[config.mk]
export PLATFORM = sky130hd
export DESIGN_NAME = dense_object_pixel_selector_flat
export DESIGN_NICKNAME = d
export VERILOG_FILES = /design/src/hw/rtl/dops_pkg.sv /design/src/hw/rtl/dops_pix_if.sv /design/src/hw/rtl/dops_sel_if.sv /design/src/hw/rtl/dops_raster_cnt.sv /design/src/hw/rtl/dense_object_pixel_selector.sv /design/src/flat_wrapper.sv
export SDC_FILE = /design/constraint.sdc
export NUM_CORES = 1
export LEC_CHECK = 0
export BUFFER_PORTS_ARGS = -buffer_cell sky130_fd_sc_hd__buf_2
export CAP_MARGIN = 20
export CORE_ASPECT_RATIO = 1.75
export CORE_MARGIN = 10
export CORE_UTILIZATION = 31
export DETAILED_ROUTE_END_ITERATION = 12
export GPL_ROUTABILITY_DRIVEN = 0
export SETUP_SLACK_MARGIN = 0.15
export SYNTH_ARGS = -nofsm -noshare
export SYNTH_HDL_FRONTEND = slang
export SYNTH_SLANG_ARGS = --single-unit
[constraint.sdc]
create_clock -name clk_i -period 18.21 [get_ports clk_i]
set_input_delay 1.821 -clock clk_i [delete_from_list [all_inputs] [get_ports clk_i]]
set_output_delay 1.821 -clock clk_i [all_outputs]
set_load 0.1 [all_outputs]
[src/hw/rtl/dops_pkg.sv]
`timescale 1ns / 1ps
// ----------------------------------------------------------------------------
// Dense object pixel selector package
// Shared widths, register map, reset values and the raster position struct.
// ----------------------------------------------------------------------------
package dops_pkg;

  // Field widths
  localparam int unsigned DataW  = 16;
  localparam int unsigned CoordW = 12;
  localparam int unsigned DimW   = 13;
  localparam int unsigned StepW  = 5;
  localparam int unsigned PhaseW = 4;

  // Largest sampling stride and the number of grid phase counters it needs
  localparam int unsigned StepMax = 16;

  // APB register map (byte addressed, one register per word)
  localparam int unsigned AddrW = 4;
  localparam int unsigned PDataW = 32;

  typedef enum logic [1:0] {
    RegFrameWidth  = 2'd0,
    RegFrameHeight = 2'd1,
    RegMaxDepth    = 2'd2,
    RegSampleStep  = 2'd3
  } cfg_reg_e;

  // Register reset values
  localparam logic [DimW-1:0]  FrameWidthRst  = 13'd640;
  localparam logic [DimW-1:0]  FrameHeightRst = 13'd480;
  localparam logic [DataW-1:0] MaxDepthRst    = 16'd40000;
  localparam logic [StepW-1:0] SampleStepRst  = 5'd4;

  // Raster position of the pixel held in the input stage
  typedef struct packed {
    logic [CoordW-1:0] col;
    logic [CoordW-1:0] row;
    logic              on_grid;
  } pos_t;

endpackage

[src/hw/rtl/dops_pix_if.sv]
`timescale 1ns / 1ps
// ----------------------------------------------------------------------------
// Pixel channel
// Valid/ready channel carrying one pixel with label, depth and optical flow.
// ----------------------------------------------------------------------------
interface dops_pix_if import dops_pkg::*; ();

  logic                    valid;
  logic                    ready;
  logic        [DataW-1:0] object_label;
  logic        [DataW-1:0] pixel_depth;
  logic signed [DataW-1:0] flow_x;
  logic signed [DataW-1:0] flow_y;

  modport source (output valid, object_label, pixel_depth, flow_x, flow_y, input ready);
  modport sink   (input valid, object_label, pixel_depth, flow_x, flow_y, output ready);

endinterface

[src/hw/rtl/dops_sel_if.sv]
`timescale 1ns / 1ps
// ----------------------------------------------------------------------------
// Selected pixel channel
// Valid/ready channel carrying one selected pixel and its matched position.
// ----------------------------------------------------------------------------
interface dops_sel_if import dops_pkg::*; ();

  logic                     valid;
  logic                     ready;
  logic        [CoordW-1:0] pixel_col;
  logic        [CoordW-1:0] pixel_row;
  logic        [DataW-1:0]  match_col;
  logic        [DataW-1:0]  match_row;
  logic signed [DataW-1:0]  flow_x_out;
  logic signed [DataW-1:0]  flow_y_out;
  logic        [DataW-1:0]  depth_out;
  logic        [DataW-1:0]  label_out;

  modport source (output valid, pixel_col, pixel_row, match_col, match_row,
                  flow_x_out, flow_y_out, depth_out, label_out, input ready);
  modport sink   (input valid, pixel_col, pixel_row, match_col, match_row,
                  flow_x_out, flow_y_out, depth_out, label_out, output ready);

endinterface

[src/hw/rtl/dops_raster_cnt.sv]
`timescale 1ns / 1ps
// ----------------------------------------------------------------------------
// Raster counter
// Column and row counters that wrap at the frame size, plus one phase counter
// per possible stride so that the sampling grid test needs no divider.
// ----------------------------------------------------------------------------
module dops_raster_cnt import dops_pkg::*; (
  input  logic              clk_i,
  input  logic              rst_ni,
  input  logic              advance_i,
  input  logic [DimW-1:0]   width_i,
  input  logic [DimW-1:0]   height_i,
  input  logic [PhaseW-1:0] step_idx_i,
  output pos_t              pos_o
);

  logic [CoordW-1:0] col_q, col_d;
  logic [CoordW-1:0] row_q, row_d;
  logic [PhaseW-1:0] col_ph_q [StepMax];
  logic [PhaseW-1:0] col_ph_d [StepMax];
  logic [PhaseW-1:0] row_ph_q [StepMax];
  logic [PhaseW-1:0] row_ph_d [StepMax];
  logic [DimW-1:0]   col_inc;
  logic [DimW-1:0]   row_inc;
  logic              col_wrap;
  logic              row_wrap;
  logic [StepMax-1:0] col_zero;
  logic [StepMax-1:0] row_zero;

  // Next position; a counter at or past the size wraps at the next advance.
  always_comb begin
    col_inc  = {1'b0, col_q} + 13'd1;
    row_inc  = {1'b0, row_q} + 13'd1;
    col_wrap = col_inc >= width_i;
    row_wrap = row_inc >= height_i;
    col_d    = col_q;
    row_d    = row_q;
    col_ph_d = col_ph_q;
    row_ph_d = row_ph_q;
    if (advance_i) begin
      if (col_wrap) begin
        col_d = '0;
        for (int i = 0; i < StepMax; i++) begin
          col_ph_d[i] = '0;
        end
        if (row_wrap) begin
          row_d = '0;
          for (int i = 0; i < StepMax; i++) begin
            row_ph_d[i] = '0;
          end
        end else begin
          row_d = row_inc[CoordW-1:0];
          // Phase i counts the row modulo i+1
          for (int i = 0; i < StepMax; i++) begin
            row_ph_d[i] = (row_ph_q[i] == PhaseW'(i)) ? '0 : row_ph_q[i] + 4'd1;
          end
        end
      end else begin
        col_d = col_inc[CoordW-1:0];
        for (int i = 0; i < StepMax; i++) begin
          col_ph_d[i] = (col_ph_q[i] == PhaseW'(i)) ? '0 : col_ph_q[i] + 4'd1;
        end
      end
    end
  end

  always_ff @(posedge clk_i or negedge rst_ni) begin
    if (!rst_ni) begin
      col_q <= '0;
      row_q <= '0;
      for (int i = 0; i < StepMax; i++) begin
        col_ph_q[i] <= '0;
        row_ph_q[i] <= '0;
      end
    end else begin
      col_q    <= col_d;
      row_q    <= row_d;
      col_ph_q <= col_ph_d;
      row_ph_q <= row_ph_d;
    end
  end

  // Grid hit: both coordinates are multiples of the selected stride.
  always_comb begin
    for (int i = 0; i < StepMax; i++) begin
      col_zero[i] = col_ph_q[i] == '0;
      row_zero[i] = row_ph_q[i] == '0;
    end
    pos_o.col     = col_q;
    pos_o.row     = row_q;
    pos_o.on_grid = col_zero[step_idx_i] & row_zero[step_idx_i];
  end

endmodule

[src/hw/rtl/dense_object_pixel_selector.sv]
`timescale 1ns / 1ps
// ----------------------------------------------------------------------------
// Dense object pixel selector
// Samples a labeled depth and flow image on a grid and passes on the pixels
// of valid objects whose flow-displaced position stays inside the frame.
// ----------------------------------------------------------------------------
//   Channel   Direction  Handshake             Contents
//   pix_i     in         valid/ready           label, depth, flow_x, flow_y
//   sel_o     out        valid/ready           position, match, flow, depth, label
//   APB       in         psel/penable/pready   frame size, depth limit, stride
//
// One pixel is accepted every cycle unless the input stage stalls; a result passes
// through the input register, then the result register.
// The two stages stall only when the result register is full and not taken;
// pixels that are not selected drain from the input stage regardless.
// Reset restores the register defaults and returns the raster to row 0, col 0.
// ----------------------------------------------------------------------------
module dense_object_pixel_selector import dops_pkg::*; #(
  parameter int unsigned MAX_DIM = 4096
) (
  input  logic               clk_i,
  input  logic               rst_ni,
  dops_pix_if.sink           pix_i,
  dops_sel_if.source         sel_o,
  input  logic               psel,
  input  logic               penable,
  input  logic               pwrite,
  input  logic [AddrW-1:0]   paddr,
  input  logic [PDataW-1:0]  pwdata,
  output logic [PDataW-1:0]  prdata,
  output logic               pready
);

  localparam logic [DimW-1:0] MaxDim = DimW'(MAX_DIM);

  // Configuration registers
  logic [DimW-1:0]  frame_width_q;
  logic [DimW-1:0]  frame_height_q;
  logic [DataW-1:0] max_depth_q;
  logic [StepW-1:0] sample_step_q;
  cfg_reg_e         reg_sel;
  logic             cfg_wr;

  assign pready  = 1'b1;
  assign reg_sel = cfg_reg_e'(paddr[AddrW-1:2]);
  assign cfg_wr  = psel & penable & pwrite;

  always_ff @(posedge clk_i or negedge rst_ni) begin
    if (!rst_ni) begin
      frame_width_q  <= FrameWidthRst;
      frame_height_q <= FrameHeightRst;
      max_depth_q    <= MaxDepthRst;
      sample_step_q  <= SampleStepRst;
    end else if (cfg_wr) begin
      case (reg_sel)
        RegFrameWidth:  frame_width_q  <= pwdata[DimW-1:0];
        RegFrameHeight: frame_height_q <= pwdata[DimW-1:0];
        RegMaxDepth:    max_depth_q    <= pwdata[DataW-1:0];
        RegSampleStep:  sample_step_q  <= pwdata[StepW-1:0];
        default: ;
      endcase
    end
  end

  // Register read back
  always_comb begin
    case (reg_sel)
      RegFrameWidth:  prdata = PDataW'(frame_width_q);
      RegFrameHeight: prdata = PDataW'(frame_height_q);
      RegMaxDepth:    prdata = PDataW'(max_depth_q);
      RegSampleStep:  prdata = PDataW'(sample_step_q);
      default:        prdata = '0;
    endcase
  end

  // Effective frame size and stride after clamping.
  logic [DimW-1:0]   width_eff;
  logic [DimW-1:0]   height_eff;
  logic [PhaseW-1:0] step_idx;

  always_comb begin
    if (frame_width_q == '0) begin
      width_eff = 13'd1;
    end else if (frame_width_q > MaxDim) begin
      width_eff = MaxDim;
    end else begin
      width_eff = frame_width_q;
    end
    if (frame_height_q == '0) begin
      height_eff = 13'd1;
    end else if (frame_height_q > MaxDim) begin
      height_eff = MaxDim;
    end else begin
      height_eff = frame_height_q;
    end
    if (sample_step_q == '0) begin
      step_idx = '0;
    end else if (sample_step_q > StepW'(StepMax)) begin
      step_idx = PhaseW'(StepMax - 1);
    end else begin
      step_idx = PhaseW'(sample_step_q - 5'd1);
    end
  end

  // Handshake control
  logic pix_acc;
  logic s1_valid_q;
  logic s1_hit;
  logic s1_drain;
  logic out_free;
  logic sel_valid_q;

  assign out_free    = ~sel_valid_q | sel_o.ready;
  assign s1_drain    = out_free | ~s1_hit;
  assign pix_i.ready = ~s1_valid_q | s1_drain;
  assign pix_acc     = pix_i.valid & pix_i.ready;

  // Raster position of the next accepted pixel
  pos_t pos;

  dops_raster_cnt u_raster_cnt (
    .clk_i      (clk_i),
    .rst_ni     (rst_ni),
    .advance_i  (pix_acc),
    .width_i    (width_eff),
    .height_i   (height_eff),
    .step_idx_i (step_idx),
    .pos_o      (pos)
  );

  // Input stage: pixel payload and its position
  logic        [DataW-1:0] s1_label_q;
  logic        [DataW-1:0] s1_depth_q;
  logic signed [DataW-1:0] s1_fx_q;
  logic signed [DataW-1:0] s1_fy_q;
  pos_t                    s1_pos_q;

  always_ff @(posedge clk_i or negedge rst_ni) begin
    if (!rst_ni) begin
      s1_valid_q <= 1'b0;
    end else if (pix_i.ready) begin
      s1_valid_q <= pix_i.valid;
    end
  end

  always_ff @(posedge clk_i) begin
    if (pix_acc) begin
      s1_label_q <= pix_i.object_label;
      s1_depth_q <= pix_i.pixel_depth;
      s1_fx_q    <= pix_i.flow_x;
      s1_fy_q    <= pix_i.flow_y;
      s1_pos_q   <= pos;
    end
  end

  // Selection: matched position in 1/16 pixel and all acceptance tests.
  logic signed [DataW+1:0] mcol;
  logic signed [DataW+1:0] mrow;
  logic signed [DataW+1:0] wlim;
  logic signed [DataW+1:0] hlim;

  always_comb begin
    mcol   = $signed({2'b00, s1_pos_q.col, 4'b0000}) + (DataW+2)'(s1_fx_q);
    mrow   = $signed({2'b00, s1_pos_q.row, 4'b0000}) + (DataW+2)'(s1_fy_q);
    wlim   = $signed({1'b0, width_eff, 4'b0000});
    hlim   = $signed({1'b0, height_eff, 4'b0000});
    s1_hit = s1_valid_q & s1_pos_q.on_grid
           & (s1_label_q != '0)
           & (s1_depth_q != '0) & (s1_depth_q < max_depth_q)
           & (mcol > 0) & (mcol < wlim)
           & (mrow > 0) & (mrow < hlim);
  end

  // Result register
  always_ff @(posedge clk_i or negedge rst_ni) begin
    if (!rst_ni) begin
      sel_valid_q <= 1'b0;
    end else if (out_free) begin
      sel_valid_q <= s1_hit;
    end
  end

  always_ff @(posedge clk_i) begin
    if (out_free && s1_hit) begin
      sel_o.pixel_col  <= s1_pos_q.col;
      sel_o.pixel_row  <= s1_pos_q.row;
      sel_o.match_col  <= mcol[DataW-1:0];
      sel_o.match_row  <= mrow[DataW-1:0];
      sel_o.flow_x_out <= s1_fx_q;
      sel_o.flow_y_out <= s1_fy_q;
      sel_o.depth_out  <= s1_depth_q;
      sel_o.label_out  <= s1_label_q;
    end
  end

  assign sel_o.valid = sel_valid_q;

  // A stalled input can only come from a full, untaken result register.
  assert property (@(posedge clk_i) disable iff (!rst_ni)
    !pix_i.ready |-> (sel_valid_q && !sel_o.ready))
    else $error("input stalled without a blocked result");

  // Every delivered result belongs to a labeled pixel with valid depth.
  assert property (@(posedge clk_i) disable iff (!rst_ni)
    sel_valid_q |-> (sel_o.label_out != '0 && sel_o.depth_out != '0))
    else $error("result carries background label or invalid depth");

  // The column either steps by one or wraps to zero on each accepted pixel.
  assert property (@(posedge clk_i) disable iff (!rst_ni)
    pix_acc |=> (pos.col == $past(pos.col) + 12'd1) || (pos.col == '0))
    else $error("column counter skipped");

  // The row only moves when the column wraps.
  assert property (@(posedge clk_i) disable iff (!rst_ni)
    (pos.row != $past(pos.row)) |-> (pos.col == '0))
    else $error("row counter moved mid-row");

endmodule

[src/flat_wrapper.sv]
// flat-port wrapper written by rule: the top's interface ports become plain ports
module dense_object_pixel_selector_flat import dops_pkg::*;
#(
  parameter int unsigned MAX_DIM = 4096
)
  (clk_i, rst_ni, psel, penable, pwrite, paddr, pwdata, prdata, pready, pix_i_valid, pix_i_object_label, pix_i_pixel_depth, pix_i_flow_x, pix_i_flow_y, pix_i_ready, sel_o_valid, sel_o_pixel_col, sel_o_pixel_row, sel_o_match_col, sel_o_match_row, sel_o_flow_x_out, sel_o_flow_y_out, sel_o_depth_out, sel_o_label_out, sel_o_ready);
  dops_pix_if pix_i_i ();
  dops_sel_if sel_o_i ();
  input  logic clk_i;
  input  logic rst_ni;
  input  logic psel;
  input  logic penable;
  input  logic pwrite;
  input  logic [AddrW-1:0] paddr;
  input  logic [PDataW-1:0] pwdata;
  output logic [PDataW-1:0] prdata;
  output logic pready;
  input wire logic [$bits(pix_i_i.valid)-1:0] pix_i_valid;
  input wire logic [$bits(pix_i_i.object_label)-1:0] pix_i_object_label;
  input wire logic [$bits(pix_i_i.pixel_depth)-1:0] pix_i_pixel_depth;
  input wire logic [$bits(pix_i_i.flow_x)-1:0] pix_i_flow_x;
  input wire logic [$bits(pix_i_i.flow_y)-1:0] pix_i_flow_y;
  output wire logic [$bits(pix_i_i.ready)-1:0] pix_i_ready;
  output wire logic [$bits(sel_o_i.valid)-1:0] sel_o_valid;
  output wire logic [$bits(sel_o_i.pixel_col)-1:0] sel_o_pixel_col;
  output wire logic [$bits(sel_o_i.pixel_row)-1:0] sel_o_pixel_row;
  output wire logic [$bits(sel_o_i.match_col)-1:0] sel_o_match_col;
  output wire logic [$bits(sel_o_i.match_row)-1:0] sel_o_match_row;
  output wire logic [$bits(sel_o_i.flow_x_out)-1:0] sel_o_flow_x_out;
  output wire logic [$bits(sel_o_i.flow_y_out)-1:0] sel_o_flow_y_out;
  output wire logic [$bits(sel_o_i.depth_out)-1:0] sel_o_depth_out;
  output wire logic [$bits(sel_o_i.label_out)-1:0] sel_o_label_out;
  input wire logic [$bits(sel_o_i.ready)-1:0] sel_o_ready;
  assign pix_i_i.valid = pix_i_valid;
  assign pix_i_i.object_label = pix_i_object_label;
  assign pix_i_i.pixel_depth = pix_i_pixel_depth;
  assign pix_i_i.flow_x = pix_i_flow_x;
  assign pix_i_i.flow_y = pix_i_flow_y;
  assign pix_i_ready = pix_i_i.ready;
  assign sel_o_valid = sel_o_i.valid;
  assign sel_o_pixel_col = sel_o_i.pixel_col;
  assign sel_o_pixel_row = sel_o_i.pixel_row;
  assign sel_o_match_col = sel_o_i.match_col;
  assign sel_o_match_row = sel_o_i.match_row;
  assign sel_o_flow_x_out = sel_o_i.flow_x_out;
  assign sel_o_flow_y_out = sel_o_i.flow_y_out;
  assign sel_o_depth_out = sel_o_i.depth_out;
  assign sel_o_label_out = sel_o_i.label_out;
  assign sel_o_i.ready = sel_o_ready;
  dense_object_pixel_selector #(.MAX_DIM(MAX_DIM)) u_core (.clk_i(clk_i), .rst_ni(rst_ni), .pix_i(pix_i_i), .sel_o(sel_o_i), .psel(psel), .penable(penable), .pwrite(pwrite), .paddr(paddr), .pwdata(pwdata), .prdata(prdata), .pready(pready));
endmodule
# Word-level counts from Yosys, hierarchy flattened
# Cells that the tools add are included.
op_classes:
  muxes: 47
  n_shift: 0
  div_mod_pow: 0
  add_sub_neg: 37
  reduce_logical: 44
  eq_ne: 33
  n_lt_le_gt_ge: 11
  mul: 0
  bitwise_logic: 18
ops:
  columns: ["cell", "count"]
  rows:
  - ["2-to-1 mux 4 bit", 34]
  - ["adder 4 x 1 -> 4 bit (second input constant)", 32]
  - ["logical NOT 4 bit", 32]
  - ["2-to-1 mux 64 bit", 2]
  - ["case mux 32 bit (4 select lines)", 1]
  - ["== test 4 bit (second input constant)", 16]
  - ["2-to-1 mux 13 bit", 4]
  - ["adder 17 x 16 -> 18 bit", 2]
  - ["> comparator 18 x 1 -> 1 bit (second input constant)", 2]
  - ["< comparator 18 bit", 2]
  - ["== test 4 x 3 -> 1 bit (second input constant)", 8]
  - ["nonzero test 16 bit", 2]
  - ["adder 12 x 1 -> 13 bit (second input constant)", 2]
  - [">= comparator 13 bit", 2]
  - ["> comparator 13 bit (second input constant)", 2]
  - ["logical NOT 13 bit", 2]
  - ["2-to-1 mux 12 bit", 2]
  - ["== test 4 x 2 -> 1 bit (second input constant)", 4]
  - ["< comparator 16 bit", 1]
  - ["bitwise AND 1 bit", 12]
  - ["AND reduction 2 bit", 5]
  - ["binary-select mux 1 bit (select 4 bit)", 2]
  - ["== test 4 x 1 -> 1 bit (second input constant)", 2]
  - ["> comparator 5 bit (second input constant)", 1]
  - ["other kinds (10)", 16]
word_totals:
  out_inout_bits: 155
  romBits: 0
  ff_bits: 410
  ram_bits: 0
  latch_bits: 0
  memories: 0
  wordCells: 245

# Longest topological paths before layout
# Gate-level depths: netlist of the first run.
logic_depth:
  ltp_word: 13
  depth_mapped: 20

# Cells and area by module
# From an unflattened synthesis of the first run, not the netlist that was laid out.
unflattened:
  cells_unflattened: 1817
  area_unflattened_um2: 20520.9
modules_own_cells:
  columns: ["mod", "cells_each", "instances", "area_per_inst_um2"]
  rows:
  - ["dense_object_pixel_selector", 817, 1, 11239.5]
  - ["dops_raster_cnt", 1000, 1, 9281.4]

# Worst setup path after synthesis of the first run
# No wires, ideal clock.
synth_path:
  kind: "register to register"
  from: "register u_core.s1_pos_q[1] (netlist name)"
  to: "register u_core.sel_o.depth_out[0] (netlist name), enable pin"
  setup_slack_ns: 6.080
  arrival_ns: 11.409
  setup_ns: 0.721
  required_ns: 17.489
  stages_incl_launch_ff: 17
  cell_sequence: "edfxtp_1 ha_1 fa_1 a21o_1 a311o_1 a2111oi_0 nor3_1 xor2_1 ha_1 a21o_1 a22oi_1 o2111ai_1 nor4_1 nand2_1 or3_1 a2111o_1 nor3_1"
synth_via:
  elab_chain_cells: 5
  elab_cells_between_ends: 6
  classes_between: "add/sub (1); order compare (2); bitwise (2); reduce/logical (1)"
synth_rtl:
  columns: ["element", "line", "text"]
  rows:
  - ["from (decl)", "dense_object_pixel_selector.sv:136", "pos_t s1_pos_q;"]
  - ["from (signal assigned)", "dense_object_pixel_selector.sv:152", "s1_pos_q <= pos;"]
  - ["adder 17 x 16 -> 18 bit (*)", "dense_object_pixel_selector.sv:164", "mrow = $signed({2'b00, s1_pos_q.row, 4'b0000}) + (DataW+2)'(s1_fy_q);"]
  - ["net u_core.mrow[14]", "dense_object_pixel_selector.sv:158", "logic signed [DataW+1:0] mrow;"]
  - ["> comparator 18 x 1 -> 1 bit", "dense_object_pixel_selector.sv:171", "& (mrow > 0) & (mrow < hlim);"]
  - ["bitwise AND 1 bit", "dense_object_pixel_selector.sv:171", null]
  - ["bitwise AND 1 bit (*)", "dense_object_pixel_selector.sv:171", null]
  - ["logical AND 1 bit (*)", "dense_object_pixel_selector.sv:184", "if (out_free && s1_hit) begin"]
  - ["to (signal assigned)", "dense_object_pixel_selector.sv:191", "sel_o.depth_out <= s1_depth_q;"]
  - ["to (decl)", "dops_sel_if.sv:20", "flow_x_out, flow_y_out, depth_out, label_out, input ready);"]
# Mark *: on every way through the listed nets, which the timed path passes. The rest lies on a longest branch.
# A chain may end at the register's enable or synchronous reset.

# Final worst setup path of the first run
layout_path:
  from: "register u_core.s1_fx_q[8]"
  to: "output pix_i_ready"
layout_via:
  elab_chain_cells: 9
  elab_cells_between_ends: 10
  classes_between: "add/sub (1); order compare (2); bitwise (7)"
layout_rtl:
  columns: ["element", "line", "text"]
  rows:
  - ["from (decl)", "dense_object_pixel_selector.sv:134", "logic signed [DataW-1:0] s1_fx_q;"]
  - ["from (signal assigned)", "dense_object_pixel_selector.sv:150", "s1_fx_q <= pix_i.flow_x;"]
  - ["adder 17 x 16 -> 18 bit (*)", "dense_object_pixel_selector.sv:163", "mcol = $signed({2'b00, s1_pos_q.col, 4'b0000}) + (DataW+2)'(s1_fx_q);"]
  - ["net u_core.mcol[15]", "dense_object_pixel_selector.sv:157", "logic signed [DataW+1:0] mcol;"]
  - ["> comparator 18 x 1 -> 1 bit", "dense_object_pixel_selector.sv:170", "& (mcol > 0) & (mcol < wlim)"]
  - ["bitwise AND 1 bit", "dense_object_pixel_selector.sv:170", null]
  - ["bitwise AND 1 bit (*)", "dense_object_pixel_selector.sv:170", null]
  - ["bitwise AND 1 bit (*) (2 in series)", "dense_object_pixel_selector.sv:171", null]
  - ["inverter 1 bit (*)", "dense_object_pixel_selector.sv:114", "assign s1_drain = out_free | ~s1_hit;"]
  - ["bitwise OR 1 bit (*)", "dense_object_pixel_selector.sv:114", null]
  - ["bitwise OR 1 bit (*)", "dense_object_pixel_selector.sv:115", "assign pix_i.ready = ~s1_valid_q | s1_drain;"]
  - ["to (decl)", "flat_wrapper.sv:23", "output wire logic [$bits(pix_i_i.ready)-1:0] pix_i_ready;"]
# Marked as above.

==> run summary, run 1 <==
# IOs -> 262
final std cells w/o fill -> 2928
Seq/Total Area, Yosys -> 54.0%
max layer used -> met5
Worst-Margin Slew -> 1.07 ns
Main synth FF type -> edfxtp_1
flops & latches, synth -> 402
Cell Pwr Density -> 138 nW/µm²
min Tclk post-route -> 7.70 ns
Hold Crit Class -> reg2reg
final hold violations -> 0
routed wire length -> 55.7 mm
Worst Clk Skew -> 0.0277 ns
core footprint -> 65500 µm²
clk slew on worst S/H paths -> 0.06 ns
site row count -> 124
CP Launch Point -> u_core.s1_fx_q[8]$_DFFE_PP_
Initial Util -> 31.4%
largest registers -> u_core.u_raster_cnt.col_ph_q: 64 flops, u_core.u_raster_cnt.row_ph_q: 64 flops, u_core.s1_pos_q: 25 flops
DRT Pass-1 Iters -> 5
total number of vias -> 15100
clock net sink count -> 402
status -> finished, final reports clean
Setup Buffers After CTS -> 0
fin util -> 36.6%
total track usage -> 14.0%
WHS -> 0.452 ns
cts hold-fix bufs -> 0
Worst Setup Path Type -> reg2out
multi-input logic area -> 8670 µm²
IO buf count -> 226
cells after synthesis -> 1812
Slew headroom -> 28.0%
synthesized area per cell -> 11.3 µm²
vias in the first global route -> 15500
Final Max Slew Viols -> 0
CTS root buf -> clkbuf_16
initial antenna violation count -> 3
vias per inst -> 5.16
total grt overflow -> 0
Die Span X -> 215 µm
Register Area -> 11100 µm²
max-cap violations -> 0
Peak VDD IR -> 0.0665 mV
Worst Hold Launch -> u_core.s1_fx_q[2]$_DFFE_PP_
buffer depth of the longest clock path -> 3
Setup violations, final -> 0
CTS tree -> done
Post-CTS Resized -> 0
first-pass GRT wire length -> 87.5 mm
Final period util -> 42.3%
Fillers -> 6404
peak fanout along the critical path -> 5
Initial DRC Count -> 1062
Crit. End Element -> output pin
Die ar. -> 77300 µm²
asr flop ratio synth -> 50.0%
residual DRC count -> 0
Arrival @ worst endpoint -> 5.88 ns
Clk Latency, worst-skew pair -> 0.56 ns
post-DP HPWL -> 39.4 mm
RSZ-0062 raised after global routing -> false
layout cell share with drive strength beyond 1 -> 18.7%
Synth Warn # -> 0
Area growth, synth to finish -> 16.7%
Reg2Reg Launch Point -> u_core.s1_fy_q[4]$_DFFE_PP_
Post-Route M1 WL -> 21.5 mm
Final #Nets -> 2287
DIE HEIGHT -> 360 µm
Placed Instances -> 2858
Max Fclk -> 0.130 GHz
mapped cell area -> 20500 µm²
crit path launch type -> flip-flop
Lkg Pwr -> 10.0 nW
Post-synth EDFFs -> 201
largest net degree at the start of global routing -> 114
Final ANT Viol Nets -> 0
H-tree lvl count -> 2
setup TNS -> 0 ns
wire per inst -> 19.0 µm
met3 routed WL -> 3.06 mm
met2 routed WL -> 28.8 mm
Netlist cell types -> 76
number of buffers created by CTS -> 37
critical path required time -> 16.39 ns
cell type report:
cell class,instances,area share (%)
multi-input cells,1219,36.2
repair buffers,245,5.43
flip-flops and latches,402,46.2
inverters,111,1.76
clock buffers,44,4.19
diodes,1,0.0104
well taps,882,4.61
clock inverters,24,1.60
layer usage:
layer / up-vias / GRT usage, %
li1: 7112 / -
met1: 7467 / 15.3
met2: 424 / 25.6
met3: 106 / 2.61
met4: 4 / 6.51
met5: - / 0
power by group:
part	switching (mW)	internal (mW)
Sequential	0.196	1.15
Clock	0.359	0.540
Combinational	0.665	0.389
kinds of logic after synthesis:
kind of cell               share of synthesized area [%]
other                                             0.0366
muxes                                               3.58
and+or+nand+nor                                     12.5
adders and majority gates                           10.1
buffers and inverters                               4.34
AOI/OAI and AO/OA                                   14.1
xor gates and xnor gates                            1.49
DFF                                                 54.0
path summary, 6_finish.rpt:
check,end,slack (ns),cells after the start
setup / recovery,pix_i_ready,10.51,16
hold / removal,u_core.sel_o.flow_x_out[2]$_DFFE_PP_,0.45,0
setup reg to reg,u_core.u_raster_cnt.row_ph_q[27]$_DFFE_PN0P_,10.72,20
hold reg to reg,u_core.sel_o.flow_x_out[2]$_DFFE_PP_,0.45,0
max in group asynchronous,u_core.u_raster_cnt.row_ph_q[35]$_DFFE_PN0P_,15.71,2
min in group asynchronous,u_core.u_raster_cnt.row_ph_q[25]$_DFFE_PN0P_,1.26,1
cell usage after synthesis, drive strengths merged (23+ instances only):
cell type	count	area [µm²]
inv	111	417
edfxtp	201	6040
a211oi	25	188
nor4	25	163
buf	47	294
a22o	37	324
dfrtp	189	4730
nand4	27	169
nor3	27	135
a21oi	56	280
nor2b	23	144
mux2i	25	250
nand2	145	544
ha	162	2030
clkbuf	48	180
o22ai	36	225
o21ai	134	674
mux2	33	372
nand3	97	485
nor2	64	243
worst max-delay path, cell delays in order, from the launching register on:
cell	delay [ns]
edfxtp_1	0.45
ha_1	0.38
a21o_1	0.24
a221o_1	0.34
a211oi_1	0.67
o21bai_1	0.16
xnor2_1	0.28
ha_1	0.30
a21o_1	0.28
a22oi_1	0.21
o2111ai_1	0.15
nor4_1	0.45
nand2_1	0.10
or3_1	0.31
a2111o_1	0.36
or2_2	0.34
buf_2	0.32
metrics by stage:
stage | setup slack (ns) | total power [mW] | instance area [µm²]
after floorplan | 6.08 | 2.10 | 20600
after global placement | 10.64 | 2.36 | 22500
after detailed placement | 10.53 | 2.41 | 22500
after CTS | 10.48 | 3.33 | 23900
after global routing | 10.08 | 3.52 | 24000
final | 10.51 | 3.30 | 24000
cells in the final DEF, fill, tap and decap left out, types with 33 or more instances in the layout:
cell | synthesis | final
nand2_1 | 145 | 145
ha_1 | 162 | 162
mux2_2 | 33 | 33
clkbuf_16 | 0 | 39
buf_2 | 16 | 226
a22o_1 | 37 | 37
dfrtp_1 | 189 | 189
o22ai_1 | 36 | 36
inv_1 | 110 | 110
nor2_1 | 63 | 62
edfxtp_1 | 201 | 201
o21ai_0 | 131 | 130
a21oi_1 | 56 | 56
nand3_1 | 97 | 96
(Power assumes the default switching activity.)
==> inputs of run 2 (changes only) <==
Settings changed: ABC_AREA from default to 1.
Clock period 18.21 ns to 7.41 ns, I/O delays scaled along.
==> run 2 against run 1 <==
Core utilization fell by 0.64 points. Largest cell class unchanged. Area after synthesis is 6.3% higher. Hold slack worse by 0.27 ns. Critical path depth increased by 3. Register-to-register slack got worse by 8.9 ns. Combinational power grew to 2.9 times the previous value. First-iteration DRC count grew 13%. Flip-flop and latch count is the same. Clock power grew 130%. Power grew to 2.5 times the previous value. Wire length is 6.5% higher. Setup slack got worse by 8.7 ns.
==> run summary, run 2 <==
RSZ-0062 raised after global routing -> false
Final Max Slew Viols -> 0
post-route setup slack -> 1.77 ns
number of buffers created by CTS -> 38
Seq/Total Area, Yosys -> 50.8%
Final period util -> 76.2%
total inserted antenna cells -> 0
Post-CTS Resized -> 0
Worst-Margin Slew -> 1.06 ns
Final ANT Viol Nets -> 0
Final #Nets -> 2884
most frequent cells after synthesis -> nand2_1, inv_1, edfxtp_1
total number of vias -> 17100
Netlist cell types -> 55
most frequent cells in the layout -> nand2_1, inv_1, buf_2, edfxtp_1, nor2_1
layout cell share with drive strength beyond 1 -> 13.6%
area fraction of the dominant cell type after synthesis -> 27.7%
total track usage -> 14.0%
Setup violations, final -> 0
fin util -> 36.0%
DRT Pass-1 Iters -> 6
Area growth, synth to finish -> 14.8%
Slew headroom -> 28.8%
Main synth FF type -> edfxtp_1
vias per inst -> 4.80
synthesized area per cell -> 9.01 µm²
R2R depth -> 23
Post-synth EDFFs -> 201
cells after synthesis -> 2421
Setup Buffers After CTS -> 0
Lkg Pwr -> 11.7 nW
Cell Pwr Density -> 330 nW/µm²
Clk Latency, worst-skew pair -> 0.57 ns
critical path required time -> 6.67 ns
Placement Setup Slack -> 1.79 ns
wire per inst -> 16.7 µm
Arrival @ worst endpoint -> 4.90 ns
setup TNS -> 0 ns
crit path launch type -> flip-flop
min Tclk post-route -> 5.64 ns
buffer depth of the longest clock path -> 3
clk slew on worst S/H paths -> 0.07 ns
peak fanout along the critical path -> 5
CTS tree -> done
mapped cell area -> 21800 µm²
post-DP HPWL -> 43.3 mm
Peak VDD IR -> 0.238 mV
Max Fclk -> 0.177 GHz
status -> finished, final reports clean
initial antenna violation count -> 2
Synth Warn # -> 0
Die ar. -> 81800 µm²
Synth area leaders -> edfxtp_1, dfrtp_1, nand2_1, ha_1, inv_1
Crit. End Element -> output pin
commonest non-fill, non-tap cell in the layout -> nand2_1
Hold Crit Class -> in2async
H-tree lvl count -> 2
vias in the first global route -> 16900
core footprint -> 69700 µm²
Pwr Total -> 8.28 mW
largest net degree at the start of global routing -> 113
Die Span X -> 221 µm
flops & latches, synth -> 402
final hold violations -> 0
IO buf count -> 226
most numerous cell in the Yosys netlist -> nand2_1
largest registers -> u_core.u_raster_cnt.col_ph_q: 64 flops, u_core.u_raster_cnt.row_ph_q: 64 flops, u_core.s1_pos_q: 25 flops
DIE HEIGHT -> 371 µm
CTS root buf -> clkbuf_16
# IOs -> 262
Initial Util -> 31.3%
residual DRC count -> 0
asr flop ratio synth -> 50.0%
cts hold-fix bufs -> 0
Worst Clk Skew -> 0.0252 ns
Synth area leader -> edfxtp_1
site row count -> 128
first-pass GRT wire length -> 91.4 mm
total grt overflow -> 0
max-cap violations -> 0
Initial DRC Count -> 1203
routed wire length -> 59.3 mm
clock net sink count -> 402
Worst Setup Path Type -> reg2out
## run 2: cell count changes in the layout (fill, tap and decap cells not counted), moves of 21 or more
| cell | before | now |
|---|---|---|
| inv_1 | 110 | 282 |
| nand2_1 | 145 | 618 |
| a21o_1 | 22 | 1 |
| mux2i_1 | 25 | 0 |
| a22o_1 | 37 | 0 |
| nor2_1 | 62 | 195 |
| nor2b_1 | 23 | 0 |
| nand4_1 | 27 | 124 |
| mux2_2 | 33 | 1 |
| o22ai_1 | 36 | 0 |
## run 2: where the power goes
group / switching [mW] / internal [mW] / total, mW
sequential: 0.430 / 2.79 / 3.22
combinational: 1.99 / 1.02 / 3.01
clock: 0.887 / 1.16 / 2.05
total: 3.30 / 4.97 / 8.28
## run 2: cell type report
class	count	area, µm²
multi-input cells	1643	9180
inverters	286	1080
well taps	910	1140
clock inverters	19	250
fillers	7134	44600
flip-flops and latches	402	11100
repair buffers	242	1310
clock buffers	49	1020
## run 2: worst max-delay path, stage by stage (launching register included)
cell      delay [ns]
edfxtp_1        0.43
ha_1            0.39
a21oi_2         0.20
nand2_2         0.10
nand2_1         0.09
nand2_1         0.06
nand2_1         0.06
nand2_1         0.06
xor2_1          0.38
inv_1           0.16
ha_1            0.33
a21oi_1         0.52
o211ai_1        0.15
nor4_1          0.28
nand4_1         0.12
a21oi_1         0.22
nand3_1         0.26
nor2_1          0.15
nand2_1         0.06
buf_2           0.30
## run 2: path summary, 6_finish.rpt
path | start | endpoint | slack, ns
setup / recovery | u_core.s1_fx_q[6]$_DFFE_PP_ | pix_i_ready | 1.77
hold / removal | rst_ni | u_core.u_raster_cnt.col_ph_q[44]$_DFFE_PN0P_ | 0.18
setup reg to reg | u_core.s1_fy_q[4]$_DFFE_PP_ | u_core.u_raster_cnt.col_q[10]$_DFFE_PN0P_ | 1.79
hold reg to reg | u_core.s1_label_q[0]$_DFFE_PP_ | u_core.sel_o.label_out[0]$_DFFE_PP_ | 0.45
max in group asynchronous | rst_ni | u_core.u_raster_cnt.col_ph_q[22]$_DFFE_PN0P_ | 5.97
min in group clk_i | pix_i_pixel_depth[2] | u_core.s1_depth_q[2]$_DFFE_PP_ | 0.34
## run 2: logic make-up after synthesis
kind of cell	count (synthesis)	share of synthesized area (%)
AO/OA/AOI/OAI	256	6.77
XOR/XNOR	39	1.60
adder cells (fa/ha/maj)	164	9.47
buffers and inverters	391	7.61
flip-flops	402	50.8
multiplexers	1	0.0516
other	2	0.0344
AND/OR/NAND/NOR	1166	23.7
## run 2: per-stage QoR
step | hold WS [ns] | instances | area [µm²]
CTS | 0.185 | 3550 | 25000
floorplan | 0.427 | 2436 | 21900
global route | 0.207 | 3551 | 25100
detailed placement | 0.433 | 3482 | 23700
global placement | 0.429 | 3482 | 23700
finish | 0.177 | 3551 | 25100
## run 2: per-layer routing
metal  vias to the layer above  track usage (%)  routed length (µm)
met5                         -                0                  27
met2                       395             26.0               31100
met1                      8089             14.8               21900
met4                         4             7.61                3130
met3                       119             2.23                3220
li1                       8447                -                   -
==> inputs of run 3 (changes only) <==
Clock period 7.41 ns to 5.75 ns, I/O delays scaled along.
==> run 3 against run 2 <==
Power rose by 31%. Hold slack got worse by 0.0083 ns. First-iteration DRC count shrank 11%. Global-route usage rose by 0.050 points. Via count fell by 0.68%. Clock skew grew 0.0058 ns. Combinational power up 31%. Final cell count grew 0.25%. Setup slack worse by 1.0 ns. Wire length fell by 0.16%. Flip-flop and latch count stayed put. Critical path type unchanged. Highest routed layer unchanged.
==> run summary, run 3 (synthesis results as in run 2) <==
status -> finished, final reports clean
Pwr Total -> 10.8 mW
RSZ-0062 raised after global routing -> false
WHS Path Cells -> 1
total grt overflow -> 0
Initial Util -> 31.3%
Hold Crit Class -> in2reg
largest registers -> u_core.u_raster_cnt.col_ph_q: 64 flops, u_core.u_raster_cnt.row_ph_q: 64 flops, u_core.s1_pos_q: 25 flops
R2R depth -> 23
residual DRC count -> 0
Setup Buffers After CTS -> 0
Final period util -> 87.3%
max-cap violations -> 0
final hold violations -> 0
crit path launch type -> flip-flop
vias per inst -> 4.76
clk slew on worst S/H paths -> 0.07 ns
M2 GR Usage -> 26.6%
Clk Latency, worst-skew pair -> 0.58 ns
Peak VDD IR -> 0.278 mV
CTS root buf -> clkbuf_16
Die Span X -> 221 µm
Initial DRC Count -> 1070
Worst-Margin Slew -> 1.09 ns
vias in the first global route -> 16800
Max Fclk -> 0.199 GHz
commonest non-fill, non-tap cell in the layout -> nand2_1
Final ANT Viol Nets -> 0
peak fanout along the critical path -> 5
Post-CTS Resized -> 0
# IOs -> 262
Area growth, synth to finish -> 15.6%
Placement Setup Slack -> 0.917 ns
layout cell share with drive strength beyond 1 -> 14.2%
site row count -> 128
most frequent cells in the layout -> nand2_1, inv_1, buf_2, edfxtp_1, nor2_1
IO buf count -> 226
largest net degree at the start of global routing -> 161
Worst Clk Skew -> 0.0310 ns
Lkg Pwr -> 11.7 nW
total track usage -> 14.1%
routed wire length -> 59.2 mm
initial antenna violation count -> 2
gr busiest metal -> met2
CTS tree -> done
critical path required time -> 5.18 ns
Slew headroom -> 27.4%
buffer depth of the longest clock path -> 3
cts hold-fix bufs -> 1
Final Max Slew Viols -> 0
wire per inst -> 16.6 µm
H-tree lvl count -> 2
FF-to-FF setup slack -> 0.92 ns
Final #Nets -> 2890
M1 GR Usage -> 15.0%
core footprint -> 69700 µm²
total inserted antenna cells -> 0
Cell Pwr Density -> 429 nW/µm²
number of buffers created by CTS -> 39
Arrival @ worst endpoint -> 4.45 ns
post-DP HPWL -> 43.3 mm
GR Util met3 -> 2.32%
Worst Setup Path Type -> reg2out
first-pass GRT wire length -> 91.6 mm
DRT Pass-1 Iters -> 6
min Tclk post-route -> 5.02 ns
Setup violations, final -> 0
Crit. End Element -> output pin
clock net sink count -> 402
Die ar. -> 81800 µm²
post-route setup slack -> 0.730 ns
total number of vias -> 16900
DIE HEIGHT -> 371 µm
-- run 3: worst max-delay path, cell delays in order, from the launching register on --
cell	delay (ns)
edfxtp_1	0.39
ha_1	0.40
a21oi_2	0.20
nand2_2	0.10
nand2_1	0.09
nand2_1	0.06
nand2_1	0.06
nand2_1	0.06
xor2_1	0.36
inv_1	0.14
ha_1	0.33
a21oi_1	0.27
o211ai_1	0.14
nor4_1	0.20
nand4_1	0.11
a21oi_1	0.25
nand3_1	0.20
nor2_1	0.12
nand2_1	0.06
buf_2	0.30
-- run 3: area by class of cell --
| class | count | area, µm² |
|---|---|---|
| fill | 7053 | 44400 |
| sequential | 402 | 11100 |
| multi-input combinational | 1643 | 9200 |
| timing repair buffer | 247 | 1400 |
| tap | 910 | 1140 |
| inverter | 286 | 1080 |
| clock buffer | 40 | 980 |
| clock inverter | 32 | 349 |
-- run 3: worst paths after layout --
| kind | to | from |
|---|---|---|
| max in group asynchronous | u_core.u_raster_cnt.col_ph_q[55]$_DFFE_PN0P_ | rst_ni |
| min in group asynchronous | u_core.u_raster_cnt.col_ph_q[0]$_DFFE_PN0P_ | rst_ni |
| max reg2reg | u_core.u_raster_cnt.row_ph_q[26]$_DFFE_PN0P_ | u_core.s1_fy_q[4]$_DFFE_PP_ |
| min reg2reg | u_core.sel_o.flow_x_out[3]$_DFFE_PP_ | u_core.s1_fx_q[3]$_DFFE_PP_ |
| max | pix_i_ready | u_core.s1_pos_q[15]$_DFFE_PP_ |
| min | u_core.s1_label_q[15]$_DFFE_PP_ | pix_i_object_label[15] |
-- run 3: per-stage QoR --
step                hold WS (ns)  instances  TNS [ns]  utilization, %  instance area (µm²)
floorplan                  0.279       2436     -6.55               -                21900
global placement           0.429       3486         0            34.2                23900
detailed placement         0.432       3486         0            34.2                23900
CTS                        0.139       3559         0            36.2                25200
global route               0.153       3560         0            36.2                25200
finish                     0.169       3560         0            36.2                25200
-- run 3: per-layer routing --
metal  vias up  share of wire (%)  wire (µm)
met4         4                3.7       2170
li1       8469                  -          -
met2       363                 53      31600
met1      8002                 37      22100
met5         -              0.035         21
met3       100                5.6       3320
-- run 3: where the power goes --
part           internal (mW)  total (mW)  leakage (nW)  switching [mW]
registers               3.59        4.14          4.48           0.551
logic                   1.37        3.94          6.62            2.56
clock network           1.53        2.74         0.637            1.21
total                   6.50        10.8          11.7            4.32
